## config.mk

```make
export PLATFORM = sky130hd
export DESIGN_NAME = hold_to_confirm_timer
export DESIGN_NICKNAME = d
export VERILOG_FILES = /design/src/rtl/hctt_pkg.sv /design/src/rtl/hold_to_confirm_timer.sv
export SDC_FILE = /design/constraint.sdc
export NUM_CORES = 1
export LEC_CHECK = 0
export ABC_AREA = 1
export ABC_CLOCK_PERIOD_IN_PS = 6600
export BUFFER_PORTS_ARGS = -buffer_cell sky130_fd_sc_hd__buf_2
export CAP_MARGIN = 20
export CORE_UTILIZATION = 64
export DETAILED_ROUTE_END_ITERATION = 8
export GPL_ROUTABILITY_DRIVEN = 0
export GPL_TIMING_DRIVEN = 0
export HOLD_SLACK_MARGIN = 0.05
export PLACE_DENSITY = 0.83
export SLEW_MARGIN = 25
export SYNTH_ARGS = -nofsm -noshare
export SYNTH_HDL_FRONTEND = slang
export SYNTH_SLANG_ARGS = --single-unit
```

## constraint.sdc

```tcl
create_clock -name clk_i -period 6.6 [get_ports clk_i]
set_input_delay 0.66 -clock clk_i [delete_from_list [all_inputs] [get_ports clk_i]]
set_output_delay 0.66 -clock clk_i [all_outputs]
set_load 0.02 [all_outputs]
```

## src/rtl/hctt_pkg.sv

```systemverilog
`timescale 1ns / 1ps

package hctt_pkg;

  // Event codes carried on the input channel
  typedef enum logic [2:0] {
    EV_PRESS   = 3'd0,
    EV_UPDATE  = 3'd1,
    EV_RELEASE = 3'd2,
    EV_CANCEL  = 3'd3,
    EV_RESET   = 3'd4
  } kind_e;

  // Effect codes reported with each result
  typedef enum logic [2:0] {
    FX_NONE     = 3'd0,
    FX_ARMED    = 3'd1,
    FX_PROGRESS = 3'd2,
    FX_FIRE     = 3'd3,
    FX_RESET    = 3'd4
  } effect_e;

  // Hold time used when the register holds zero
  localparam logic [31:0] HOLD_DEFAULT_MS = 32'd2000;

  // Remaining time at or above this saturates the tenths display
  localparam logic [31:0] SAT_MS      = 32'd100000;
  localparam logic [9:0]  TENTHS_CAP  = 10'd999;
  localparam logic [6:0]  SECONDS_CAP = 7'd99;
  localparam logic [3:0]  DIGIT_CAP   = 4'd9;

  // Reciprocals for ms < 100000: ms/100 = (ms*TENTH_RECIP) >> 24,
  // ms/1000 = (ms*SEC_RECIP) >> 27, both exact over that range
  localparam logic [17:0] TENTH_RECIP = 18'd167773;
  localparam logic [17:0] SEC_RECIP   = 18'd134218;

endpackage

```

## src/rtl/hold_to_confirm_timer.sv

```systemverilog
`timescale 1ns / 1ps

// Each input transfer passes the state stage, then the display stage, to result valid.
// Throughput: one event per cycle unless out_stall_i holds the pipeline; the state update
// closes in the single state stage. Stalls propagate back through both stages; each stage
// holds its data while stalled. Reset: press time, armed and fired flags clear, hold time
// register returns to 2000 ms, both pipeline stages empty.
module hold_to_confirm_timer (
  input  logic                 clk_i,
  input  logic                 rst_ni,
  // configuration
  input  logic                 hold_time_we_i,
  input  logic [31:0]          hold_time_i,
  // event channel
  input  logic                 in_valid_i,
  output logic                 in_stall_o,
  input  logic [2:0]           kind_i,
  input  logic [31:0]          now_ms_i,
  // result channel
  output logic                 out_valid_o,
  input  logic                 out_stall_i,
  output hctt_pkg::effect_e    effect_o,
  output logic [31:0]          remaining_ms_o,
  output logic [9:0]           remaining_tenths_o,
  output logic [6:0]           whole_seconds_o,
  output logic [3:0]           tenth_digit_o
);

  import hctt_pkg::*;

  // Configuration register
  logic [31:0] hold_time_q;
  logic [31:0] hold_eff;

  always_ff @(posedge clk_i or negedge rst_ni) begin
    if (!rst_ni) begin
      hold_time_q <= HOLD_DEFAULT_MS;
    end else if (hold_time_we_i) begin
      hold_time_q <= hold_time_i;
    end
  end

  assign hold_eff = (hold_time_q == '0) ? HOLD_DEFAULT_MS : hold_time_q;

  // Pipeline handshake
  logic    st_valid_q;
  logic    st_ready;
  logic    out_ready;
  logic    in_xfer;
  logic    st_xfer;

  assign out_ready  = !out_valid_o || !out_stall_i;
  assign st_ready   = !st_valid_q || out_ready;
  assign in_stall_o = !st_ready;
  assign in_xfer    = in_valid_i && st_ready;
  assign st_xfer    = st_valid_q && out_ready;

  // Detector state
  logic [31:0] press_time_q, press_time_d;
  logic        armed_q, armed_d;
  logic        done_q, done_d;
  effect_e     fx_d;
  logic [31:0] elapsed_now;
  logic [31:0] elapsed_new;
  logic [31:0] ms_d;

  assign elapsed_now = now_ms_i - press_time_q;

  // Event decode and state update
  always_comb begin
    press_time_d = press_time_q;
    armed_d      = armed_q;
    done_d       = done_q;
    fx_d         = FX_NONE;
    unique case (kind_i) inside
      EV_PRESS: begin
        if (!armed_q && !done_q) begin
          press_time_d = now_ms_i;
          armed_d      = 1'b1;
          fx_d         = FX_ARMED;
        end
      end
      EV_UPDATE: begin
        if (armed_q && !done_q) begin
          if (elapsed_now >= hold_eff) begin
            done_d = 1'b1;
            fx_d   = FX_FIRE;
          end else begin
            fx_d = FX_PROGRESS;
          end
        end
      end
      EV_RELEASE, EV_CANCEL: begin
        if (armed_q || done_q) begin
          press_time_d = '0;
          armed_d      = 1'b0;
          done_d       = 1'b0;
          fx_d         = FX_RESET;
        end
      end
      EV_RESET: begin
        press_time_d = '0;
        armed_d      = 1'b0;
        done_d       = 1'b0;
        fx_d         = FX_RESET;
      end
      default: begin
      end
    endcase
  end

  // Time left, measured after the event is applied
  assign elapsed_new = now_ms_i - press_time_d;

  always_comb begin
    ms_d = '0;
    if (armed_d && !done_d && (elapsed_new < hold_eff)) begin
      ms_d = hold_eff - elapsed_new;
    end
  end

  // State stage
  effect_e     st_fx_q;
  logic [31:0] st_ms_q;

  always_ff @(posedge clk_i or negedge rst_ni) begin
    if (!rst_ni) begin
      press_time_q <= '0;
      armed_q      <= 1'b0;
      done_q       <= 1'b0;
      st_valid_q   <= 1'b0;
    end else begin
      if (in_xfer) begin
        press_time_q <= press_time_d;
        armed_q      <= armed_d;
        done_q       <= done_d;
      end
      if (st_ready) begin
        st_valid_q <= in_valid_i;
      end
    end
  end

  always_ff @(posedge clk_i) begin
    if (in_xfer) begin
      st_fx_q <= fx_d;
      st_ms_q <= ms_d;
    end
  end

  // Display fields: constant division by reciprocal multiply
  logic        sat;
  logic [16:0] ms_lo;
  logic [34:0] tenth_prod;
  logic [34:0] sec_prod;
  logic [9:0]  tenths_raw;
  logic [6:0]  secs_raw;
  logic [9:0]  secs_x10;
  logic [9:0]  digit_diff;
  logic [9:0]  tenths_d;
  logic [6:0]  secs_d;
  logic [3:0]  digit_d;

  assign sat        = (st_ms_q >= SAT_MS);
  assign ms_lo      = st_ms_q[16:0];
  assign tenth_prod = 35'(ms_lo) * 35'(TENTH_RECIP);
  assign sec_prod   = 35'(ms_lo) * 35'(SEC_RECIP);
  assign tenths_raw = tenth_prod[33:24];
  assign secs_raw   = sec_prod[33:27];
  assign secs_x10   = (10'(secs_raw) << 3) + (10'(secs_raw) << 1);
  assign digit_diff = tenths_raw - secs_x10;

  always_comb begin
    if (sat) begin
      tenths_d = TENTHS_CAP;
      secs_d   = SECONDS_CAP;
      digit_d  = DIGIT_CAP;
    end else begin
      tenths_d = tenths_raw;
      secs_d   = secs_raw;
      digit_d  = digit_diff[3:0];
    end
  end

  // Result register
  always_ff @(posedge clk_i or negedge rst_ni) begin
    if (!rst_ni) begin
      out_valid_o <= 1'b0;
    end else if (out_ready) begin
      out_valid_o <= st_valid_q;
    end
  end

  always_ff @(posedge clk_i) begin
    if (st_xfer) begin
      effect_o           <= st_fx_q;
      remaining_ms_o     <= st_ms_q;
      remaining_tenths_o <= tenths_d;
      whole_seconds_o    <= secs_d;
      tenth_digit_o      <= digit_d;
    end
  end

  // Checks
  a_done_needs_armed: assert property (@(posedge clk_i) disable iff (!rst_ni)
    done_q |-> armed_q)
    else $error("fired flag set without armed flag");

  a_no_time_after_fire: assert property (@(posedge clk_i) disable iff (!rst_ni)
    out_valid_o && (effect_o == FX_FIRE || effect_o == FX_RESET) |-> remaining_ms_o == '0)
    else $error("time left reported after fire or reset");

  a_digits_consistent: assert property (@(posedge clk_i) disable iff (!rst_ni)
    out_valid_o |-> (10'(whole_seconds_o) * 10'd10 + 10'(tenth_digit_o))
                    == remaining_tenths_o)
    else $error("display digits disagree with tenths");

  a_stall_only_when_full: assert property (@(posedge clk_i) disable iff (!rst_ni)
    in_stall_o |-> st_valid_q && out_valid_o)
    else $error("input stalled with room in the pipeline");

  a_state_holds: assert property (@(posedge clk_i) disable iff (!rst_ni)
    !in_xfer |=> $stable(press_time_q) && $stable(armed_q) && $stable(done_q))
    else $error("detector state changed without a transfer");

endmodule

```

# [Yosys cells after proc, flatten, opt, wreduce, memory -nomap -nowiden]
# Cells that the tools add are included.
[classes] add_sub_neg=5 mul=2 div_mod_pow=0 magnitude_cmp=3 n_eq_ne=4 n_shift=0 n_mux=16 bitwise_logic=0 reduce_logical=19
[ops] cell="2-to-1 mux 32 bit" n=3
[ops] cell="one-hot mux 32 bit (3 select lines)" n=1
[ops] cell="subtractor 32 bit" n=3
[ops] cell="multiplier 17 x 18 -> 34 bit (second input constant)" n=1
[ops] cell="multiplier 17 x 17 -> 33 bit (second input constant)" n=1
[ops] cell=">= comparator 32 x 17 -> 1 bit (second input constant)" n=1
[ops] cell=">= comparator 32 bit" n=1
[ops] cell="logical NOT 32 bit" n=1
[ops] cell="less-than comparator 32 bit" n=1
[ops] cell="one-hot mux 3 bit (4 select lines)" n=1
[ops] cell="logical NOT 1 bit" n=7
[ops] cell="2-to-1 mux 1 bit" n=7
[ops] cell="equality test 3 x 2 -> 1 bit (second input constant)" n=2
[ops] cell="logical AND 1 bit" n=6
[ops] cell="one-hot mux 1 bit (3 select lines)" n=2
[ops] cell="adder 4 bit" n=1
[ops] cell="subtractor 4 bit" n=1
[ops] cell="equality test 3 x 1 -> 1 bit (second input constant)" n=1
[ops] cell="equality test 3 bit (second input constant)" n=1
[ops] cell="logical NOT 3 bit" n=1
[ops] cell="logical OR 1 bit" n=3
[ops] cell="2-to-1 mux 3 bit" n=1
[ops] cell="2-to-1 mux 2 bit" n=1
[ops] cell="OR reduction 2 bit" n=1
[word_totals] regBits=159 latchBits=0 mem_bits_rw=0 romBits=0 word_cells=62 mem_count=0

# [Logic depth before layout (Yosys ltp)]
# Gate-level depths: netlist of the first run.
[depth] word_depth=9 mapped_depth=34 depth_no_buf=33

# [Least setup slack after synthesis of the first run]
# No wires, ideal clock.
[synth_timing] path_type="flip-flop to flip-flop" startpoint="reg st_ms_q[3]" endpoint="reg tenth_digit_o[3] (data pin)" arrival_time_ps=5588 required_ps=6339 setup_slack_ps=752 path_stages_with_launch=30 period_less_slack_ps=5848 cell_sequence="edfxtp_1 > fa_1 > inv_1 > fa_1 > inv_1 > fa_1 > inv_1 > fa_1 > inv_1 > fa_1 > inv_1 > fa_1 > inv_1 > ha_1 > nand2_1 > o21a_1 > nor3_1 > o21ai_0 > nand3_1 > xor2_1 > ha_1 > inv_1 > nand3_1 > nand2_1 > nand2_1 > nand2_1 > nand2_1 > nand2_1 > nand2_1 > nand3_1"
[synth_via] elab_chain_cells=3
[synth_rtl] item="from (decl)" line="hold_to_confirm_timer.sv:124" source="logic [31:0] st_ms_q;"
[synth_rtl] item="from (signal assigned)" line="hold_to_confirm_timer.sv:147" source="st_ms_q <= ms_d;"
[synth_rtl] item="multiplier 17 x 17 -> 33 bit" line="hold_to_confirm_timer.sv:167" source="assign sec_prod = 35'(ms_lo) * 35'(SEC_RECIP);"
[synth_rtl] item="adder 4 bit" line="hold_to_confirm_timer.sv:170" source="assign secs_x10 = (10'(secs_raw) << 3) + (10'(secs_raw) << 1);"
[synth_rtl] item="subtractor 4 bit" line="hold_to_confirm_timer.sv:171" source="assign digit_diff = tenths_raw - secs_x10;"
[synth_rtl] item="to (signal assigned)" line="hold_to_confirm_timer.sv:200" source="tenth_digit_o <= digit_d;"
[synth_rtl] item="to (decl)" line="hold_to_confirm_timer.sv:26" source="output logic [3:0] tenth_digit_o"
# Several ways; a longest one is shown, not always the timed one.
# A chain may end at the register's enable or synchronous reset.

# [Worst setup path in the final report of the first run]
[layout_timing] startpoint="reg st_ms_q[5]" endpoint="reg tenth_digit_o[3] (data pin)"
[layout_via] elab_chain_cells=3
[layout_rtl] item="multiplier 17 x 17 -> 33 bit" line="hold_to_confirm_timer.sv:167"
[layout_rtl] item="net sec_prod[28]" line="hold_to_confirm_timer.sv:155" source="logic [34:0] sec_prod;"
[layout_rtl] item="adder 4 bit" line="hold_to_confirm_timer.sv:170"
[layout_rtl] item="subtractor 4 bit" line="hold_to_confirm_timer.sv:171"
# The timed path passes the listed nets, and every way through them passes these cells.

==> metrics.md, run 1 <==
| Metric | Value |
|---|---|
| Run status | `finished clean` |
| Pre-antenna DRT Iters | `9` |
| Area Overhead vs Synth | `10.6%` |
| Most used cell, CP | `nand2_1` |
| Initial antenna violation count | `1` |
| Core area | `0.0336 mm2` |
| CP Data Required Time | `6.80 ns` |
| First-pass GRT wire length | `96.9 mm` |
| Worst Skew | `0.0155 ns` |
| Die Footprint | `0.0349 mm2` |
| Worst reg2reg endpoint | `tenth_digit_o[3]$_SDFFCE_PP1P_` |
| H-Tree Depth | `4` |
| Drt total wl | `61.4 mm` |
| Slew margin rel. | `0.457` |
| Fraction of layout cells with a size suffix above 1 | `0.105` |
| Slowest cell on crit path | `xor2_1` |
| Total GRT Usage | `0.355` |
| Unrepaired setup endpoints after global routing | `true` |
| Crit path from | `st_ms_q[5]$_SDFFCE_PN0P_` |
| Sink Count | `159` |
| Maximum clock rate | `155 MHz` |
| Critical Path AT | `6.65 ns` |
| Skew-Pair Late Insertion Delay | `0.47 ns` |
| Vias in the first global route | `20,093` |
| Via count | `19,614` |
| Largest net degree at the start of global routing | `50` |
| CP endpoint | `tenth_digit_o[3]$_SDFFCE_PP1P_` |
| Cells after Synth | `2,715` |
| Synthesized area per cell | `8.06 um2` |
| Setup CP Type | `reg2reg` |
| YS warnings | `0` |
| Startpoint Class | `flip-flop` |
| DRC Markers | `0` |
| Final Slew Violations | `0` |
| Core Util, Final | `0.720` |
| Final setup fails | `0` |
| Fin crit period | `6.46 ns` |
| Dpl hpwl | `48.6 mm` |
| CTS root buf | `clkbuf_16` |
| FF-to-FF Start | `st_ms_q[5]$_SDFFCE_PN0P_` |
| Worst-Margin Slew | `0.814 ns` |
| CTS tree | `built` |
| Commonest non-fill, non-tap cells in the layout | `inv_1, nand2_1, ha_1, nor2_1, a21oi_1` |
| Most common cell after layout, fill and taps aside | `inv_1` |
| EDFF count, synth | `91` |
| Nets | `3,540` |
| Via/cell ratio | `5.81` |
| Antenna-violating nets left | `0` |
| Post-synth ARST share | `0.428` |
| Die Y | `187 um` |
| Drt first-iter violations | `1,542` |
| Clock buffer depth | `2` |
| Synth Net Count | `3,341` |
| Worst R2R Setup Slack | `0.14 ns` |
| IO Pins | `130` |
| # rows | `67` |
| Crit-path max FO | `6` |
| Tcrit/Tclk final | `0.979` |
| Remaining global-route overflow | `0` |
| Post-synthesis sequential area ratio | `0.203` |
| Die width | `187 um` |
| Starting Density | `0.651` |
| Count of different cell masters after synthesis | `61` |
| Worst hold-check path type | `in2async` |
| Worst reg-to-reg path cell count | `27` |
| Setup crit end kind | `flip-flop` |
| IO Port Bufs | `128` |
| CP max stage delay | `0.58 ns` |
| Reg clk slew, reported paths | `0.08 ns` |
| Diodes inserted | `0` |
| Wirelength per Cell | `18.2 um` |
| Max Cap Viol | `0` |
| Hold Fails Final Rpt | `0` |
| #FFs+latches synth | `159` |
| CTS Buf Count | `17` |
| Prevailing post-synth register cell | `edfxtp_1` |
| Post-synth design cell area | `0.0219 mm2` |
through the flow:
stage | std cells | hold slack [ns] | setup TNS (ns) | instance area (um2) | setup slack, ns
4_1_cts | 3363 | 0.0731 | 0 | 24000 | 0.0355
3_3_place_gp | 3291 | 0.401 | -0.377 | 23100 | -0.377
5_1_grt | 3374 | 0.0818 | -0.0932 | 24200 | -0.0932
3_5_place_dp | 3296 | 0.405 | -0.486 | 23200 | -0.486
6_report | 3374 | 0.0703 | 0 | 24200 | 0.141
2_1_floorplan | 2715 | 0.364 | 0 | 21900 | 0.752
worst min-delay path by stage:
| stage | end | slack (ns) | cells after the start |
|---|---|---|---|
| after floorplan | armed_q$_DFFE_PN0P_ | 0.36 | 0 |
| after global placement | effect_o[2]$_DFFE_PP_ | 0.40 | 0 |
| after detailed placement | effect_o[1]$_DFFE_PP_ | 0.40 | 0 |
| after CTS | press_time_q[30]$_DFFE_PN0P_ | 0.07 | 1 |
| after global routing | armed_q$_DFFE_PN0P_ | 0.08 | 1 |
| final | press_time_q[30]$_DFFE_PN0P_ | 0.07 | 1 |
cell families (layout without fill, tap and decap cells):
| kind of cell | after synthesis | in the layout | share of synthesized area |
|---|---|---|---|
| AOI/OAI and AO/OA | 444 | 444 | 0.116 |
| xor gates and xnor gates | 97 | 97 | 0.0388 |
| adders and majority gates | 554 | 554 | 0.369 |
| buffers and inverters | 634 | 845 | 0.110 |
| DFF | 159 | 159 | 0.203 |
| muxes | 6 | 6 | 0.00309 |
| and+or+nand+nor | 821 | 821 | 0.159 |
Yosys cell counts, types with 5 or more instances:
cell,n,area [um2]
a21o_1,28,210
o21a_1,6,45.0
dfstp_2,6,158
inv_1,581,2180
fa_1,152,3040
clkbuf_1,39,146
or2_2,5,31.3
nor4_1,17,106
a211oi_1,5,37.5
nor2_1,196,736
mux2_2,6,67.6
nand4_1,27,169
o21ai_0,140,701
o21bai_1,20,150
ha_1,402,5030
nor2_2,29,181
xnor2_1,39,342
a31oi_1,11,68.8
dfrtp_1,62,1550
edfxtp_1,91,2730
xor2_1,58,508
nand2_1,428,1610
nor3_1,35,175
a21oi_1,190,951
a221oi_1,5,43.8
buf_2,6,30.0
nand3_1,71,355
state kept, by name, summed over array words and instances, names as in the netlist:
signal and cells:
armed_q 1, done_q 1, effect_o 3, hold_time_q 32, out_valid_o 1, press_time_q 32
remaining_ms_o 32, remaining_tenths_o 10, st_fx_q 3, st_ms_q 32, st_valid_q 1, tenth_digit_o 4
whole_seconds_o 7
final cells by class:
| class | count | area (um2) |
|---|---|---|
| fill | 2492 | 9410 |
| inverter | 585 | 2200 |
| buffer | 49 | 215 |
| multi-input combinational | 1922 | 15100 |
| tap | 448 | 561 |
| clock inverter | 14 | 125 |
| sequential | 159 | 4440 |
| timing repair buffer | 180 | 1110 |
| clock buffer | 17 | 425 |
routing by layer:
layer / vias to the layer above / GRT usage / share of wire
li1: 9166 / - / -
met5: - / 0 / 0.00023
met3: 276 / 0.0625 / 0.076
met2: 991 / 0.624 / 0.48
met4: 2 / 0.268 / 0.083
met1: 9179 / 0.383 / 0.36
timing repair:
action                     CTS  global route
hold buffers                 0             0
hold endpoints to repair     0             0
pin swaps                    0             8
buffers inserted            36            11
resized for setup            3            16
setup endpoints to repair    1            31
worst max-delay path: cells and delay by family, from the launching register on:
family	cells	cell delay (ns)
compound gates	2	0.38
xor+xnor	1	0.58
fa+ha+maj	8	3.18
buf+inv	5	0.53
flops	1	0.55
simple gates	11	0.96
Power of run 1 is left out: the tool's default activity adds up to more than one toggle a clock period on the data nets, which glitch-free logic cannot reach.
==> run 2, diff against run 1 <==
Settings changed: ABC_AREA 1 to default, CORE_MARGIN from default to 3.
==> metrics.md, run 2 <==
| Metric | Value |
|---|---|
| Run status | `finished with violations` |
| Failing checks | `negative setup slack` |
| IO Pins | `130` |
| CTS root buf | `clkbuf_16` |
| Pre-antenna DRT Iters | `5` |
| Fin crit period | `6.76 ns` |
| Synth top area share | `0.246` |
| Diodes inserted | `0` |
| Count of different cell masters after synthesis | `81` |
| Setup TNS Final | `-0.170 ns` |
| Drt first-iter violations | `1,571` |
| YS warnings | `0` |
| Clock buffer depth | `2` |
| Reg clk slew, reported paths | `0.07 ns` |
| Prevailing post-synth register cell | `edfxtp_1` |
| H-Tree Depth | `4` |
| Post-route setup slack | `-0.158 ns` |
| CP max stage delay | `0.61 ns` |
| Vias in the first global route | `17,521` |
| Commonest non-fill, non-tap cells in the layout | `inv_1, ha_1, fa_1, nand2_1, buf_2` |
| Worst reg-to-reg path cell count | `22` |
| Area contributors post-synth | `ha_1, fa_1, edfxtp_1` |
| Area Overhead vs Synth | `12.9%` |
| Startpoint Class | `flip-flop` |
| Critical Path AT | `6.95 ns` |
| Worst hold-check path type | `in2async` |
| Largest net degree at the start of global routing | `38` |
| Worst R2R Setup Slack | `-0.16 ns` |
| Drt total wl | `56.3 mm` |
| Antenna-violating nets left | `0` |
| Setup crit end kind | `flip-flop` |
| Synthesized area per cell | `9.34 um2` |
| Top cells by count, synth | `inv_1, ha_1, fa_1, nand2_1, o21ai_0` |
| Die Footprint | `0.0341 mm2` |
| Combinational power share | `0.820` |
| Pre-CTS setup slack | `-1.10 ns` |
| Fraction of layout cells with a size suffix above 1 | `0.147` |
| Leakage | `11.4 nW` |
| P_sw | `6.43 mW` |
| Sink Count | `159` |
| CP Data Required Time | `6.79 ns` |
| DRC Markers | `0` |
| Nets | `3,030` |
| Slew margin rel. | `0.502` |
| Core area | `0.0310 mm2` |
| Via count | `17,198` |
| Worst reg2reg endpoint | `tenth_digit_o[3]$_SDFFCE_PP1P_` |
| Post-synth design cell area | `0.0204 mm2` |
| Final setup fails | `2` |
| Max VDD drop | `0.685 mV` |
| First-pass GRT wire length | `86.0 mm` |
| Final non-filler cell total | `2,813` |
| Cells after Synth | `2,185` |
| Post-synth ARST share | `0.428` |
| Sequential share of power | `0.102` |
| Synth Net Count | `2,811` |
| Die Y | `185 um` |
| EDFF count, synth | `91` |
| Most used cell, CP | `fa_1` |
| Sequential Area | `0.00444 mm2` |
| Slowest cell on crit path | `fa_2` |
| Skew-Pair Late Insertion Delay | `0.46 ns` |
| Final Slew Violations | `0` |
| Sw Share | `0.510` |
| Top-count cell post-synth | `inv_1` |
| Worst-Margin Slew | `0.747 ns` |
| Post-synthesis sequential area ratio | `0.218` |
| Hold Fails Final Rpt | `0` |
| Crit-path max FO | `4` |
| # rows | `64` |
| IO Port Bufs | `128` |
| Cell count after placement | `2,712` |
| #FFs+latches synth | `159` |
| Setup CP Type | `reg2reg` |
| Via/cell ratio | `6.11` |
| Area of the multi-input gates | `0.0144 mm2` |
| Pwr dens | `548 mW/mm2` |
| Remaining global-route overflow | `0` |
| Unrepaired setup endpoints after global routing | `true` |
| Final Power | `12.6 mW` |
| CTS tree | `built` |
| Tcrit/Tclk final | `1.02` |
| Clock share of power | `0.078` |
| Crit-path cells | `buf_12 > fa_2 > fa_2 > fa_1 > fa_1 > fa_1 > inv_1 > fa_1 > inv_1 > ha_1 > o21ai_1 > o21ai_2 > a31oi_2 > o211ai_1 > and2_4 > nor2_4 > xor2_2 > ha_1 > and2_4 > a311oi_2 > xnor3_1 > nand2_1` |
| Area leader, netlist | `ha_1` |
| CTS Buf Count | `17` |
| Total GRT Usage | `0.321` |
| Starting Density | `0.658` |
| Max Cap Viol | `0` |
| Fill cells | `2,075` |
| Die width | `185 um` |
| Wirelength per Cell | `20.0 um` |
| Dpl hpwl | `41.3 mm` |
| Most common cell after layout, fill and taps aside | `inv_1` |
| Initial antenna violation count | `0` |
| Worst Skew | `0.0121 ns` |
| Cell Int Power | `6.18 mW` |
| Maximum clock rate | `148 MHz` |
| FF-to-FF Start | `st_ms_q[8]$_SDFFCE_PN0P_` |
## run 2: changes by cell type in the layout (fill, tap and decap cells not counted), moves of 14 or more
cell	delta
nand2_1	-289
inv_1	-177
nor2_1	-103
a21oi_1	-77
nand3_1	-36
a21o_1	+32
a22oi_1	+31
nor2_2	-26
o21ai_0	-24
xor2_1	-24
xnor2_1	+22
buf_4	+19
nand2b_1	+17
nor3_1	-14
## run 2: metrics by stage
step,util,hold slack [ns],instance area [um2]
floorplan,-,0.364,20400
global placement,0.695,0.409,21500
detailed placement,0.698,0.406,21600
CTS,0.734,0.173,22700
global route,0.744,0.194,23000
finish,0.744,0.155,23000
## run 2: how the worst max path moves through the flow
stage | start | end | slack [ns] | cells after the start
after CTS | st_ms_q[3]$_SDFFCE_PN0P_ | tenth_digit_o[3]$_SDFFCE_PP1P_ | -0.07 | 25
after detailed placement | kind_i[2] | st_ms_q[29]$_SDFFCE_PN0P_ | -1.10 | 28
after global placement | kind_i[2] | st_ms_q[31]$_SDFFCE_PN0P_ | -0.93 | 24
after global routing | st_ms_q[15]$_SDFFCE_PN0P_ | tenth_digit_o[3]$_SDFFCE_PP1P_ | -0.35 | 23
final | st_ms_q[8]$_SDFFCE_PN0P_ | tenth_digit_o[3]$_SDFFCE_PP1P_ | -0.16 | 22
after floorplan | st_ms_q[3]$_SDFFCE_PN0P_ | tenth_digit_o[3]$_SDFFCE_PP1P_ | 0.24 | 25
## run 2: routing by layer
| metal | up-vias | part of all wire | GRT usage |
|---|---|---|---|
| met2 | 848 | 0.50 | 0.564 |
| met3 | 246 | 0.077 | 0.0511 |
| met1 | 8189 | 0.37 | 0.373 |
| met4 | 0 | 0.059 | 0.178 |
| li1 | 7915 | - | - |
| met5 | - | 0 | 0 |
## run 2: what timing repair did
item                                    in CTS  in global routing
endpoints found under the setup margin      42                 39
pin swaps                                   18                 24
resized for setup                           34                 54
endpoints found under the hold margin        0                  0
buffers inserted                            55                 17
hold buffers                                 0                  0
## run 2: layout make-up
type | instances | area share
tap | 396 | 0.0215
clock buffer | 21 | 0.0210
inverter | 415 | 0.0676
clock inverter | 11 | 0.00424
multi-input combinational | 1547 | 0.626
timing repair buffer | 202 | 0.0557
sequential | 159 | 0.193
buffer | 62 | 0.0117
## run 2: power by group through the flow
stage | logic, mW | clock network (mW) | registers [mW]
finish | 10.3 | 0.988 | 1.28
global route | 11.4 | 1.02 | 1.29
CTS | 9.05 | 0.983 | 1.28
detailed placement | 8.27 | 0 | 1.34
global placement | 7.78 | 0 | 1.34
floorplan | 6.22 | 0 | 1.32
## run 2: cells by family after synthesis
family / share of synthesized area
DFF: 0.218
and+or+nand+nor: 0.0969
xor gates and xnor gates: 0.0423
adders and majority gates: 0.396
AOI/OAI and AO/OA: 0.153
buffers and inverters: 0.0894
muxes: 0.00478
## run 2: worst max-delay path: cells and delay by family, from the launching register on
family | cells | cell delay [ns]
AO/OA/AOI/OAI | 5 | 0.89
AND/OR/NAND/NOR | 4 | 0.54
adder cells (fa/ha/maj) | 8 | 3.79
XOR/XNOR | 2 | 0.48
flip-flops | 1 | 0.48
buffers and inverters | 3 | 0.29
(Power assumes the default switching activity.)
